<file path="src/design/pcvt_pkg.sv">
`timescale 1ns / 1ps

package pcvt_pkg;

  // pc arithmetic width, 32 to 64
  localparam int unsigned PcWidth = 64;

  // varint accumulator and shift counter
  localparam int unsigned AccWidth = 32;
  localparam int unsigned ShiftWidth = 6;
  localparam logic [ShiftWidth-1:0] ShiftStep = ShiftWidth'(7);
  localparam logic [ShiftWidth-1:0] ShiftCap = ShiftWidth'(35);

  // result queue
  localparam int unsigned ResDepth = 3;
  localparam int unsigned ResPtrWidth = 2;
  localparam int unsigned ResCntWidth = 2;

  // result status codes
  localparam logic StatusFound = 1'b0;
  localparam logic StatusEnd = 1'b1;

  // configuration register indexes
  typedef enum logic [1:0] {
    CfgQuantum  = 2'd0,
    CfgEntryPc  = 2'd1,
    CfgTargetPc = 2'd2
  } cfg_idx_e;

  typedef struct packed {
    logic [7:0] table_byte;
    logic       restart;
  } in_item_t;

  typedef struct packed {
    logic               status;
    logic signed [31:0] found_value;
  } res_item_t;

endpackage

</file>
<file path="src/design/pcvt_rfifo.sv">
`timescale 1ns / 1ps

module pcvt_rfifo import pcvt_pkg::*; (
  input  logic                   clk_i,
  input  logic                   rst_ni,
  input  logic                   push_i,
  input  res_item_t              push_data_i,
  input  logic                   pop_i,
  output logic                   valid_o,
  output res_item_t              data_o,
  output logic [ResCntWidth-1:0] count_o
);

  res_item_t                mem_q [ResDepth];
  logic [ResPtrWidth-1:0]   wr_ptr_q, wr_ptr_d;
  logic [ResPtrWidth-1:0]   rd_ptr_q, rd_ptr_d;
  logic [ResCntWidth-1:0]   cnt_q, cnt_d;

  // pointer and fill count update
  always_comb begin
    wr_ptr_d = wr_ptr_q;
    rd_ptr_d = rd_ptr_q;
    cnt_d    = cnt_q;
    if (push_i) begin
      wr_ptr_d = (wr_ptr_q == ResPtrWidth'(ResDepth - 1)) ? '0 : wr_ptr_q + 1'b1;
    end
    if (pop_i) begin
      rd_ptr_d = (rd_ptr_q == ResPtrWidth'(ResDepth - 1)) ? '0 : rd_ptr_q + 1'b1;
    end
    if (push_i && !pop_i) begin
      cnt_d = cnt_q + 1'b1;
    end else if (pop_i && !push_i) begin
      cnt_d = cnt_q - 1'b1;
    end
  end

  always_ff @(posedge clk_i or negedge rst_ni) begin
    if (!rst_ni) begin
      wr_ptr_q <= '0;
      rd_ptr_q <= '0;
      cnt_q    <= '0;
    end else begin
      wr_ptr_q <= wr_ptr_d;
      rd_ptr_q <= rd_ptr_d;
      cnt_q    <= cnt_d;
    end
  end

  // result storage
  always_ff @(posedge clk_i) begin
    if (push_i) begin
      mem_q[wr_ptr_q] <= push_data_i;
    end
  end

  assign valid_o = (cnt_q != '0);
  assign data_o  = mem_q[rd_ptr_q];
  assign count_o = cnt_q;

endmodule

</file>
<file path="src/design/pc_value_table_decoder.sv">
`timescale 1ns / 1ps

// pc-value table decoder
// input channel: in_valid_i / in_stall_o / in_data_i carries one table byte per
// transfer; restart set marks the first byte of a new table and reloads the pc
// from entry_pc and the value to -1
// output channel: out_valid_o / out_stall_i / out_data_o carries at most one
// result per table: the value at target_pc (status 0) or -1 at table end (status 1)
// configuration: cfg_we_i writes quantum (0), entry_pc (1) or target_pc (2)
// from cfg_wdata_i; write only while no table byte is in flight
// throughput: one byte per cycle while in_stall_o is low; a finished pair's pc
// update (pc add, target compare) runs in the cycle after its last byte
// a table-end result enters the queue as its byte is taken; a target hit is held
// as a pending pc update (pend_q, prod_q) and enters the queue from there
// results wait in a three-entry queue; when the receiver stalls, in_stall_o
// rises once the queue could not take the results still in flight
// reset clears the decoder (pc 0, value -1), quantum 1, entry and target 0
// bytes after a result are dropped until the next restart

module pc_value_table_decoder import pcvt_pkg::*; (
  input  logic        clk_i,
  input  logic        rst_ni,
  input  logic        in_valid_i,
  output logic        in_stall_o,
  input  in_item_t    in_data_i,
  output logic        out_valid_o,
  input  logic        out_stall_i,
  output res_item_t   out_data_o,
  input  logic        cfg_we_i,
  input  logic [1:0]  cfg_idx_i,
  input  logic [63:0] cfg_wdata_i
);

  // configuration registers
  logic [7:0]  quantum_q;
  logic [63:0] entry_q;
  logic [63:0] target_q;

  // decoder state
  logic                  in_pc_q, in_pc_d;
  logic [AccWidth-1:0]   acc_q, acc_d;
  logic [ShiftWidth-1:0] sh_q, sh_d;
  logic [31:0]           pdelta_q, pdelta_d;
  logic [PcWidth-1:0]    pc_q, pc_d;
  logic [31:0]           val_q, val_d;
  logic                  fin_q, fin_d;
  logic                  pend_q, pend_d;
  logic [31:0]           prod_q, prod_d;

  logic                  in_acc;
  logic [PcWidth-1:0]    entry_m, target_m;
  logic [PcWidth-1:0]    pc_eff, pc_base;
  logic [31:0]           val_eff, val_base;
  logic                  hit, fin_base, in_pc_base;
  logic [AccWidth-1:0]   acc_base, word;
  logic [ShiftWidth-1:0] sh_base;
  logic                  end_emit;
  logic                  res_push;
  res_item_t             res_data;
  logic [ResCntWidth-1:0] fifo_cnt;

  assign entry_m  = entry_q[PcWidth-1:0];
  assign target_m = target_q[PcWidth-1:0];

  // hold back input when the queue could not take every result in flight
  assign in_stall_o = (({1'b0, fifo_cnt} + {{ResCntWidth{1'b0}}, pend_q})
                      > (ResCntWidth + 1)'(ResDepth - 1));
  assign in_acc = in_valid_i && !in_stall_o;

  // finish the pc update of the last pair and test the target
  assign pc_eff  = pend_q ? pc_q + PcWidth'(prod_q) : pc_q;
  assign val_eff = pend_q ? val_q + pdelta_q : val_q;
  assign hit     = pend_q && (target_m < pc_eff);

  // byte decode
  always_comb begin
    pc_base    = pc_eff;
    val_base   = val_eff;
    fin_base   = fin_q || hit;
    in_pc_base = in_pc_q;
    acc_base   = acc_q;
    sh_base    = sh_q;
    if (in_acc && in_data_i.restart) begin
      pc_base    = entry_m;
      val_base   = '1;
      fin_base   = 1'b0;
      in_pc_base = 1'b0;
      acc_base   = '0;
      sh_base    = '0;
    end

    pc_d     = pc_base;
    val_d    = val_base;
    fin_d    = fin_base;
    in_pc_d  = in_pc_base;
    acc_d    = acc_base;
    sh_d     = sh_base;
    pdelta_d = pdelta_q;
    prod_d   = prod_q;
    pend_d   = 1'b0;
    end_emit = 1'b0;

    // payload bits at 32 and above are dropped
    word = acc_base;
    if (sh_base < ShiftWidth'(AccWidth)) begin
      word = acc_base | (AccWidth'(in_data_i.table_byte[6:0]) << sh_base);
    end

    if (in_acc && !fin_base) begin
      if (in_data_i.table_byte[7]) begin
        acc_d = word;
        sh_d  = (sh_base > ShiftCap - ShiftStep) ? ShiftCap : sh_base + ShiftStep;
      end else begin
        acc_d = '0;
        sh_d  = '0;
        if (!in_pc_base) begin
          if (word == '0 && pc_base != entry_m) begin
            end_emit = 1'b1;
            fin_d    = 1'b1;
          end else begin
            pdelta_d = word[0] ? ~(word >> 1) : (word >> 1);
            in_pc_d  = 1'b1;
          end
        end else begin
          prod_d  = word * AccWidth'(quantum_q);
          pend_d  = 1'b1;
          in_pc_d = 1'b0;
        end
      end
    end
  end

  // result selection
  assign res_push = hit || end_emit;
  always_comb begin
    res_data.status      = hit ? StatusFound : StatusEnd;
    res_data.found_value = hit ? val_eff : '1;
  end

  always_ff @(posedge clk_i or negedge rst_ni) begin
    if (!rst_ni) begin
      in_pc_q  <= 1'b0;
      acc_q    <= '0;
      sh_q     <= '0;
      pdelta_q <= '0;
      pc_q     <= '0;
      val_q    <= '1;
      fin_q    <= 1'b0;
      pend_q   <= 1'b0;
      prod_q   <= '0;
    end else begin
      in_pc_q  <= in_pc_d;
      acc_q    <= acc_d;
      sh_q     <= sh_d;
      pdelta_q <= pdelta_d;
      pc_q     <= pc_d;
      val_q    <= val_d;
      fin_q    <= fin_d;
      pend_q   <= pend_d;
      prod_q   <= prod_d;
    end
  end

  // configuration writes
  always_ff @(posedge clk_i or negedge rst_ni) begin
    if (!rst_ni) begin
      quantum_q <= 8'd1;
      entry_q   <= '0;
      target_q  <= '0;
    end else if (cfg_we_i) begin
      case (cfg_idx_i)
        CfgQuantum:  quantum_q <= cfg_wdata_i[7:0];
        CfgEntryPc:  entry_q   <= cfg_wdata_i;
        CfgTargetPc: target_q  <= cfg_wdata_i;
        default: ;
      endcase
    end
  end

  // result queue
  pcvt_rfifo u_rfifo (
    .clk_i       (clk_i),
    .rst_ni      (rst_ni),
    .push_i      (res_push),
    .push_data_i (res_data),
    .pop_i       (out_valid_o && !out_stall_i),
    .valid_o     (out_valid_o),
    .data_o      (out_data_o),
    .count_o     (fifo_cnt)
  );

`ifndef ASSERT_OFF
  // a pending pc update always leaves the decoder on a value delta
  assert property (@(posedge clk_i) disable iff (!rst_ni) pend_q |-> !in_pc_q)
    else $error("pending pc update while reading a pc delta");

  // the queue never takes a result when full
  assert property (@(posedge clk_i) disable iff (!rst_ni)
    res_push |-> (fifo_cnt != ResCntWidth'(ResDepth)))
    else $error("result queue overflow");

  // a result closes the table unless a restart arrives with it
  assert property (@(posedge clk_i) disable iff (!rst_ni)
    (res_push && !(in_acc && in_data_i.restart)) |=> fin_q)
    else $error("decoder not finished after a result");

  // the shift counter stays on whole varint groups
  assert property (@(posedge clk_i) disable iff (!rst_ni)
    (sh_q == 6'd0) || (sh_q == 6'd7) || (sh_q == 6'd14) || (sh_q == 6'd21) ||
    (sh_q == 6'd28) || (sh_q == 6'd35))
    else $error("varint shift off grid");
`endif

endmodule
</file>
<file path="config.mk">
export PLATFORM = sky130hd
export DESIGN_NAME = pc_value_table_decoder
export DESIGN_NICKNAME = d
export VERILOG_FILES = /design/src/design/pcvt_pkg.sv /design/src/design/pcvt_rfifo.sv /design/src/design/pc_value_table_decoder.sv
export SDC_FILE = /design/constraint.sdc
export NUM_CORES = 2
export LEC_CHECK = 0
export BUFFER_PORTS_ARGS = -buffer_cell sky130_fd_sc_hd__buf_2
export CAP_MARGIN = 15
export CORE_MARGIN = 2
export CORE_UTILIZATION = 65
export CTS_BUF_LIST = sky130_fd_sc_hd__clkbuf_2
export CTS_CLUSTER_SIZE = 10
export DETAILED_ROUTE_END_ITERATION = 10
export GPL_TIMING_DRIVEN = 0
export PLACE_DENSITY = 0.81
export RECOVER_POWER = 25
export SETUP_SLACK_MARGIN = 0.15
export SLEW_MARGIN = 20
export SYNTH_ARGS = -nofsm -noshare
export SYNTH_HDL_FRONTEND = slang
export SYNTH_SLANG_ARGS = --single-unit
</file>
<file path="constraint.sdc">
create_clock -name clk_i -period 10.5 [get_ports clk_i]
set_input_delay 1.05 -clock clk_i [delete_from_list [all_inputs] [get_ports clk_i]]
set_output_delay 1.05 -clock clk_i [all_outputs]
set_load 0.03 [all_outputs]
</file>
---- After elaboration in Yosys (flattened, before gate mapping) ----
Memory sizes are Yosys's and may differ from the RTL's.
Index checks and enable logic that the tools add are counted.
cells by class
  muxes and demuxes ....................... 38
  multiply operators ...................... 1
  reductions and logical operators ........ 24
  eq/ne operators ......................... 5
  bitwise gates (word level) .............. 5
  order comparisons ....................... 4
  add/subtract/negate cells ............... 8
  shifts and indexed selects .............. 1
operators with widths
  kind                                                                              count
  32-bit two-way mux                                                                8
  64-bit two-way mux                                                                2
  64-bit by 32-bit adder with 64-bit output                                         1
  64-bit less-than comparator                                                       1
  64-bit != test                                                                    1
  32-bit adder                                                                      1
  32-bit logical NOT                                                                1
  32-bit by 8-bit multiplier with 32-bit output                                     1
  31-bit NOT with 32-bit output                                                     1
  32-bit OR                                                                         1
  7-bit by 6-bit << shifter with 32-bit output                                      1
  6-bit two-way mux                                                                 4
  1-bit two-way mux                                                                 20
  1-bit logical AND                                                                 8
  2-bit two-way mux                                                                 4
  2-bit by 1-bit adder with 2-bit output (second input constant)                    3
  6-bit by 3-bit adder with 6-bit output (second input constant)                    1
  2-bit == test (second input constant)                                             3
  6-bit by 5-bit greater-than comparator with 1-bit output (second input constant)  1
  6-bit less-than comparator (second input constant)                                1
  2-bit AND reduction                                                               3
  1-bit logical NOT                                                                 5
  4-bit AND reduction                                                               1
  2-bit nonzero test                                                                2
  other kinds (8)                                                                   11
word-level totals
  RAM bits ................................ 99
  register bits after elaboration ......... 343
  bits of input ports ..................... 80
  memories ................................ 1
  output and inout port bits .............. 35
  logic and storage cells ................. 102
memories
  memory         depth  bits a word  read ports  clocked after memory_dff  wr ports  RTL line          RTL
  u_rfifo.mem_q  3      33           1           0                         1         pcvt_rfifo.sv:14  res_item_t mem_q [ResDepth];

---- Depth between registers and ports, before layout ----
  depth after elaboration ................. 20
  mapped depth ............................ 37
  gate-level depth less buffers ........... 35

---- Modules after synthesis ----
Synthesis repeated with hierarchy kept, for this count alone.
second synthesis, totals
  cells, all modules ...................... 3,420
  area, all modules ....................... 33,145.5 um^2
modules (own cells, without submodules)
  module                  cells each  area each (um^2)  instances  seq. area each (um^2)
  pc_value_table_decoder  3,186       29,175.5          1          8,474.4
  pcvt_rfifo              234         3,970.1           1          3,123.0

---- Worst setup path before layout ----
OpenSTA, ideal clock, no wires.
  path kind ............................... register -> register
  from .................................... register u_rfifo.cnt_q[0], in the netlist u_rfifo.count_o[0]
  to ...................................... register prod_q[30]
  arrival ................................. 7.650 ns
  period minus slack after synthesis ...... 7.775 ns
  required time ........................... 10.375 ns
  path slack .............................. 2.725 ns
  setup time .............................. 0.125 ns
  buffers on the path ..................... 2
  stages on the path, launching flop included .. 34
  cells stage by stage .................... dfrtp_1 > ha_1 > inv_1 > ha_1 > nor3b_1 > o211ai_1 > and2_1 > clkbuf_1 > inv_2 > mux4_2 > mux2_2 > nand2_1 > o21ai_0 > clkbuf_1 > and2_1 > fa_1 > fa_1 > fa_1 > inv_1 > fa_1 > inv_1 > ha_1 > a21o_1 > a21o_1 > a21oi_1 > o21ai_0 > a21o_1 > o21ai_0 > o41ai_1 > a211oi_1 > o21bai_1 > a21oi_1 > xnor2_1 > mux2_2
between the ends
  word-level cells in the longest chain between the ends .. 10
  elaborated cells on any way between the ends .. 17
  those cells by class .................... add/sub (1); mul (1); order compare (2); shift (1); mux (5); bitwise (1); reduce/logical (6)
RTL lines
  element                                                     RTL line                       RTL
  start: declaration                                          pcvt_rfifo.sv:17               logic [ResCntWidth-1:0] cnt_q, cnt_d;
  start signal: assignment                                    pcvt_rfifo.sv:45               cnt_q <= cnt_d;
  2-bit by 1-bit adder with 3-bit output *                    pc_value_table_decoder.sv:66   assign in_stall_o = (({1'b0, fifo_cnt} + {{ResCntWidth{1'b0}}, pend_q})
  3-bit by 2-bit greater-than comparator with 1-bit output *  pc_value_table_decoder.sv:67   > (ResCntWidth + 1)'(ResDepth - 1));
  1-bit logical NOT *                                         pc_value_table_decoder.sv:68   assign in_acc = in_valid_i && !in_stall_o;
  1-bit logical AND *                                         pc_value_table_decoder.sv:68
  1-bit logical AND                                           pc_value_table_decoder.sv:83   if (in_acc && in_data_i.restart) begin
  6-bit two-way mux                                           pc_value_table_decoder.sv:83
  7-bit by 6-bit << shifter with 32-bit output                pc_value_table_decoder.sv:106  word = acc_base | (AccWidth'(in_data_i.table_byte[6:0]) << sh_base);
  32-bit OR                                                   pc_value_table_decoder.sv:106
  32-bit two-way mux                                          pc_value_table_decoder.sv:105  if (sh_base < ShiftWidth'(AccWidth)) begin
  32-bit by 8-bit multiplier with 32-bit output               pc_value_table_decoder.sv:125  prod_d = word * AccWidth'(quantum_q);
  end signal: assignment                                      pc_value_table_decoder.sv:160  prod_q <= prod_d;
  end: declaration                                            pc_value_table_decoder.sv:48   logic [31:0] prod_q, prod_d;
Mark *: on every way between the ends. The rest lies on a longest branch, timed or not.
A chain may end at the register's enable or synchronous reset.

---- Worst setup path after layout ----
  from .................................... register pend_q
  to ...................................... register acc_q[29]
between the ends
  word-level cells in the longest chain between the ends .. 11
  elaborated cells on any way between the ends .. 20
  those cells by class .................... add/sub (1); order compare (3); shift (1); mux (7); bitwise (1); reduce/logical (7)
RTL lines
  element                                                   RTL line                       RTL
  start: declaration                                        pc_value_table_decoder.sv:47   logic pend_q, pend_d;
  start signal: assignment                                  pc_value_table_decoder.sv:159  pend_q <= pend_d;
  2-bit by 1-bit adder with 3-bit output                    pc_value_table_decoder.sv:66
  3-bit by 2-bit greater-than comparator with 1-bit output  pc_value_table_decoder.sv:67
  1-bit logical NOT                                         pc_value_table_decoder.sv:68
  1-bit logical AND                                         pc_value_table_decoder.sv:68
  1-bit logical AND                                         pc_value_table_decoder.sv:83
  6-bit two-way mux                                         pc_value_table_decoder.sv:83
  7-bit by 6-bit << shifter with 32-bit output              pc_value_table_decoder.sv:106
  32-bit OR                                                 pc_value_table_decoder.sv:106
  32-bit two-way mux                                        pc_value_table_decoder.sv:105
  32-bit two-way mux                                        pc_value_table_decoder.sv:110  if (in_data_i.table_byte[7]) begin
  32-bit two-way mux *                                      pc_value_table_decoder.sv:109  if (in_acc && !fin_base) begin
  named net acc_d[29]                                       pc_value_table_decoder.sv:41   logic [AccWidth-1:0] acc_q, acc_d;
  end signal: assignment                                    pc_value_table_decoder.sv:143  acc_q <= '0;
  end signal: assignment                                    pc_value_table_decoder.sv:153  acc_q <= acc_d;
  end: declaration                                          pc_value_table_decoder.sv:41
Mark *: on every way through the listed nets, which the timed path passes. The rest lies on a longest branch.

==> impl_metrics.tcl <==
set metrics [dict create \
    wire_per_inst_um 23.1 \
    synth_ff_type "dfrtp_1" \
    critPathMostFrequentCell "clkbuf_1" \
    layout_common_cells "323 x nand2_1, 310 x dfrtp_1, 224 x inv_1" \
    yosysUniqueCellTypes 103 \
    post_cts_buffers 0 \
    start_util 0.661 \
    drt-pass1-iter-count 9 \
    violations "max-capacitance violations, max-slew violations" \
    min_path_type "input pin to register" \
    gp_congestion 1.04 \
    synth_xor_area_frac 0.0531 \
    path_max_fanout 10 \
    cpPeakStageDelay_ns 0.91 \
    numPortBuffers 112 \
    vias_per_cell 6.31 \
    rows 82 \
    yosysTopAreaCell "dfrtp_1" \
    grt_start_max_net_pins 98 \
    synthSimpleGateAreaFrac 0.159 \
    fillers 3770 \
    hpwl_um 76800 \
    worstSetupPathType "register to register" \
    grt_first_pass_wirelength_um 159000 \
    synth_adder_area_share 0.160 \
    period_needed_ns 9.81 \
    slew_headroom -2.41 \
    synthCells 3383 \
    hold_viol 0 \
    core-area_um2 50300 \
    grt_pass1_vias 28800 \
    clock_skew_ns 0.167 \
    syn_avg_cell_area_um2 9.82 \
    overflow 0 \
    leakagePower_nw 15.6 \
    total_power_mw 12.0 \
    post_cts_resized 0 \
    grtUsageTotal 0.391 \
    power_density_nw_per_um2 332 \
    status "finished, violations left" \
    slew_viol_final 350 \
    area_growth_pct 9.08 \
    clock_path_buffers 3 \
    crit_slowest_cell "buf_1" \
    synthArstFlopShare 0.776 \
    die_w_um 230 \
    critPathLaunchType "register" \
    drc 0 \
    fin_area_um2 36200 \
    cts-root-buf "clkbuf_2" \
    synth_top_cell_area_share 0.234 \
    antenna_found_initial 4 \
    seqCellArea_um2 11600 \
    num_vias 27900 \
    finalCritPeriodShare 0.934 \
    syn-cell-area_um2 33200 \
    dieArea_um2 52900 \
    clk_pin_slew_ns 0.14 \
    multiInputGateArea_um2 20000 \
    cp.required_ns 11.67 \
    timing.fmax_ghz 0.102 \
    cts_tree "done" \
    numClockSinks 442 \
    fp.dieH_um 230 \
    cts-hold-fix-buffers 43 \
    drive_above_1_share 0.160 \
    ys_ff_latch 442 \
    worst_slew_pin_slew_ns 5.11 \
    yosys-top-cells-area "dfrtp_1 23%, fa_1 9.5%, edfxtp_1 9.0%" \
    yosys_warnings 0 \
    setup_violations 0 \
    synth_top_family_by_area "adder cells" \
    worstSkewPairLatency_ns 1.33 \
    place_area_um2 34800 \
    ir_drop_mv 0.364 \
    cts_max_level 3 \
    crit_buf_inv 11 \
    rsz0062_at_grt "no" \
    io_pins 115 \
    crit_arrival_ns 10.98 \
    fin_nets 4070 \
    cts_made_buffers 111 \
    final_common_cell "nand2_1" \
    drtAntennaViolNets 0 \
    muxShareOfSynthArea 0.0987 \
    critPathCaptureType "register" \
    synth_compound_area_frac 0.132 \
    drt-initial-drc-count 2537 \
    critical-path-top-delay-family "buffers and inverters" \
    synth_nets 3793 \
    synth-edff-count 99 \
    ys_seq_area_frac 0.349 \
    wl_um 102000 \
    maxCapViolCount 4 \
]
## per-layer routing
layer / wire length (um) / global-route usage / up-vias
met5: 0 / 0 / -
met4: 6670 / 0.234 / 0
met3: 7730 / 0.0655 / 348
met2: 48500 / 0.641 / 1364
met1: 39400 / 0.488 / 13800
li1: - / - / 12400
## where the power goes
part	internal (mW)	switching (mW)
registers	2.21	0.425
logic	3.22	4.93
clock network	0.458	0.779
total	5.88	6.13
## cells by family after synthesis
| logic type | count (synthesis) |
|---|---|
| buffers and inverters | 406 |
| flip-flops | 442 |
| multiplexers | 288 |
| adder cells (fa/ha/maj) | 330 |
| AND/OR/NAND/NOR | 1057 |
| XOR/XNOR | 194 |
| AO/OA/AOI/OAI | 666 |
## worst paths after layout
kind / to / slack (ns) / depth (start not counted) / from
max: acc_q[29] / 0.69 / 25 / pend_q
min: target_m[63] / 0.09 / 2 / cfg_wdata_i[63]
max reg2reg: acc_q[29] / 0.69 / 25 / pend_q
min reg2reg: target_m[8] / 0.52 / 1 / target_m[8]
max in group asynchronous: target_m[11] / 2.04 / 3 / rst_ni
min in group asynchronous: pdelta_q[1] / 1.85 / 2 / rst_ni
## cells in the mapped netlist, drive strengths merged, types with 11 or more instances
master   instances
mux2i           83
nor3            63
xnor2          131
nor2b           67
a2111oi         14
buf             34
nand3           57
a21oi          202
ha             172
o21a            26
and3            17
dfstp           33
o21bai          14
inv            226
nand2b          30
or3             27
fa             158
a211oi          30
nor4            29
a21o            60
nand3b          12
a31oi           23
clkbuf         146
o22ai           14
nand2          324
dfrtp          310
xor2            59
nor3b           11
nand4           38
a21boi          24
o21ai          139
o211ai          11
edfxtp          99
and2           138
or2             15
mux2           202
nor2           203
## sequential cells by signal (all words and copies together) (netlist names), 32 cells and up
name           cells
target_m          64
val_q             32
pc_q              64
pdelta_q          32
u_rfifo.mem_q     99
acc_q             32
prod_q            32
entry_m           64
## through the flow
step	hold WS [ns]	cells	setup slack (ns)	utilization	TNS, ns
2_1_floorplan	0.465	3383	2.73	-	0
3_3_place_gp	0.494	4167	-0.510	0.689	-52.73
3_5_place_dp	0.496	4175	0.870	0.693	0
4_1_cts	0.00514	4420	0.975	0.722	0
5_1_grt	0.00756	4426	0.441	0.721	0
6_report	0.0948	4427	0.691	0.721	0
## layout make-up
class / count / share of cell area
Sequential cell: 442 / 0.320
Tap cell: 672 / 0.0232
Clock inverter: 40 / 0.00639
Multi-Input combinational cell: 2535 / 0.553
Antenna cell: 6 / 0.000414
Buffer: 180 / 0.0204
Clock buffer: 162 / 0.0224
Inverter: 226 / 0.0234
Timing Repair Buffer: 164 / 0.0304
No activity file was read; power rests on OpenSTA's default activity.
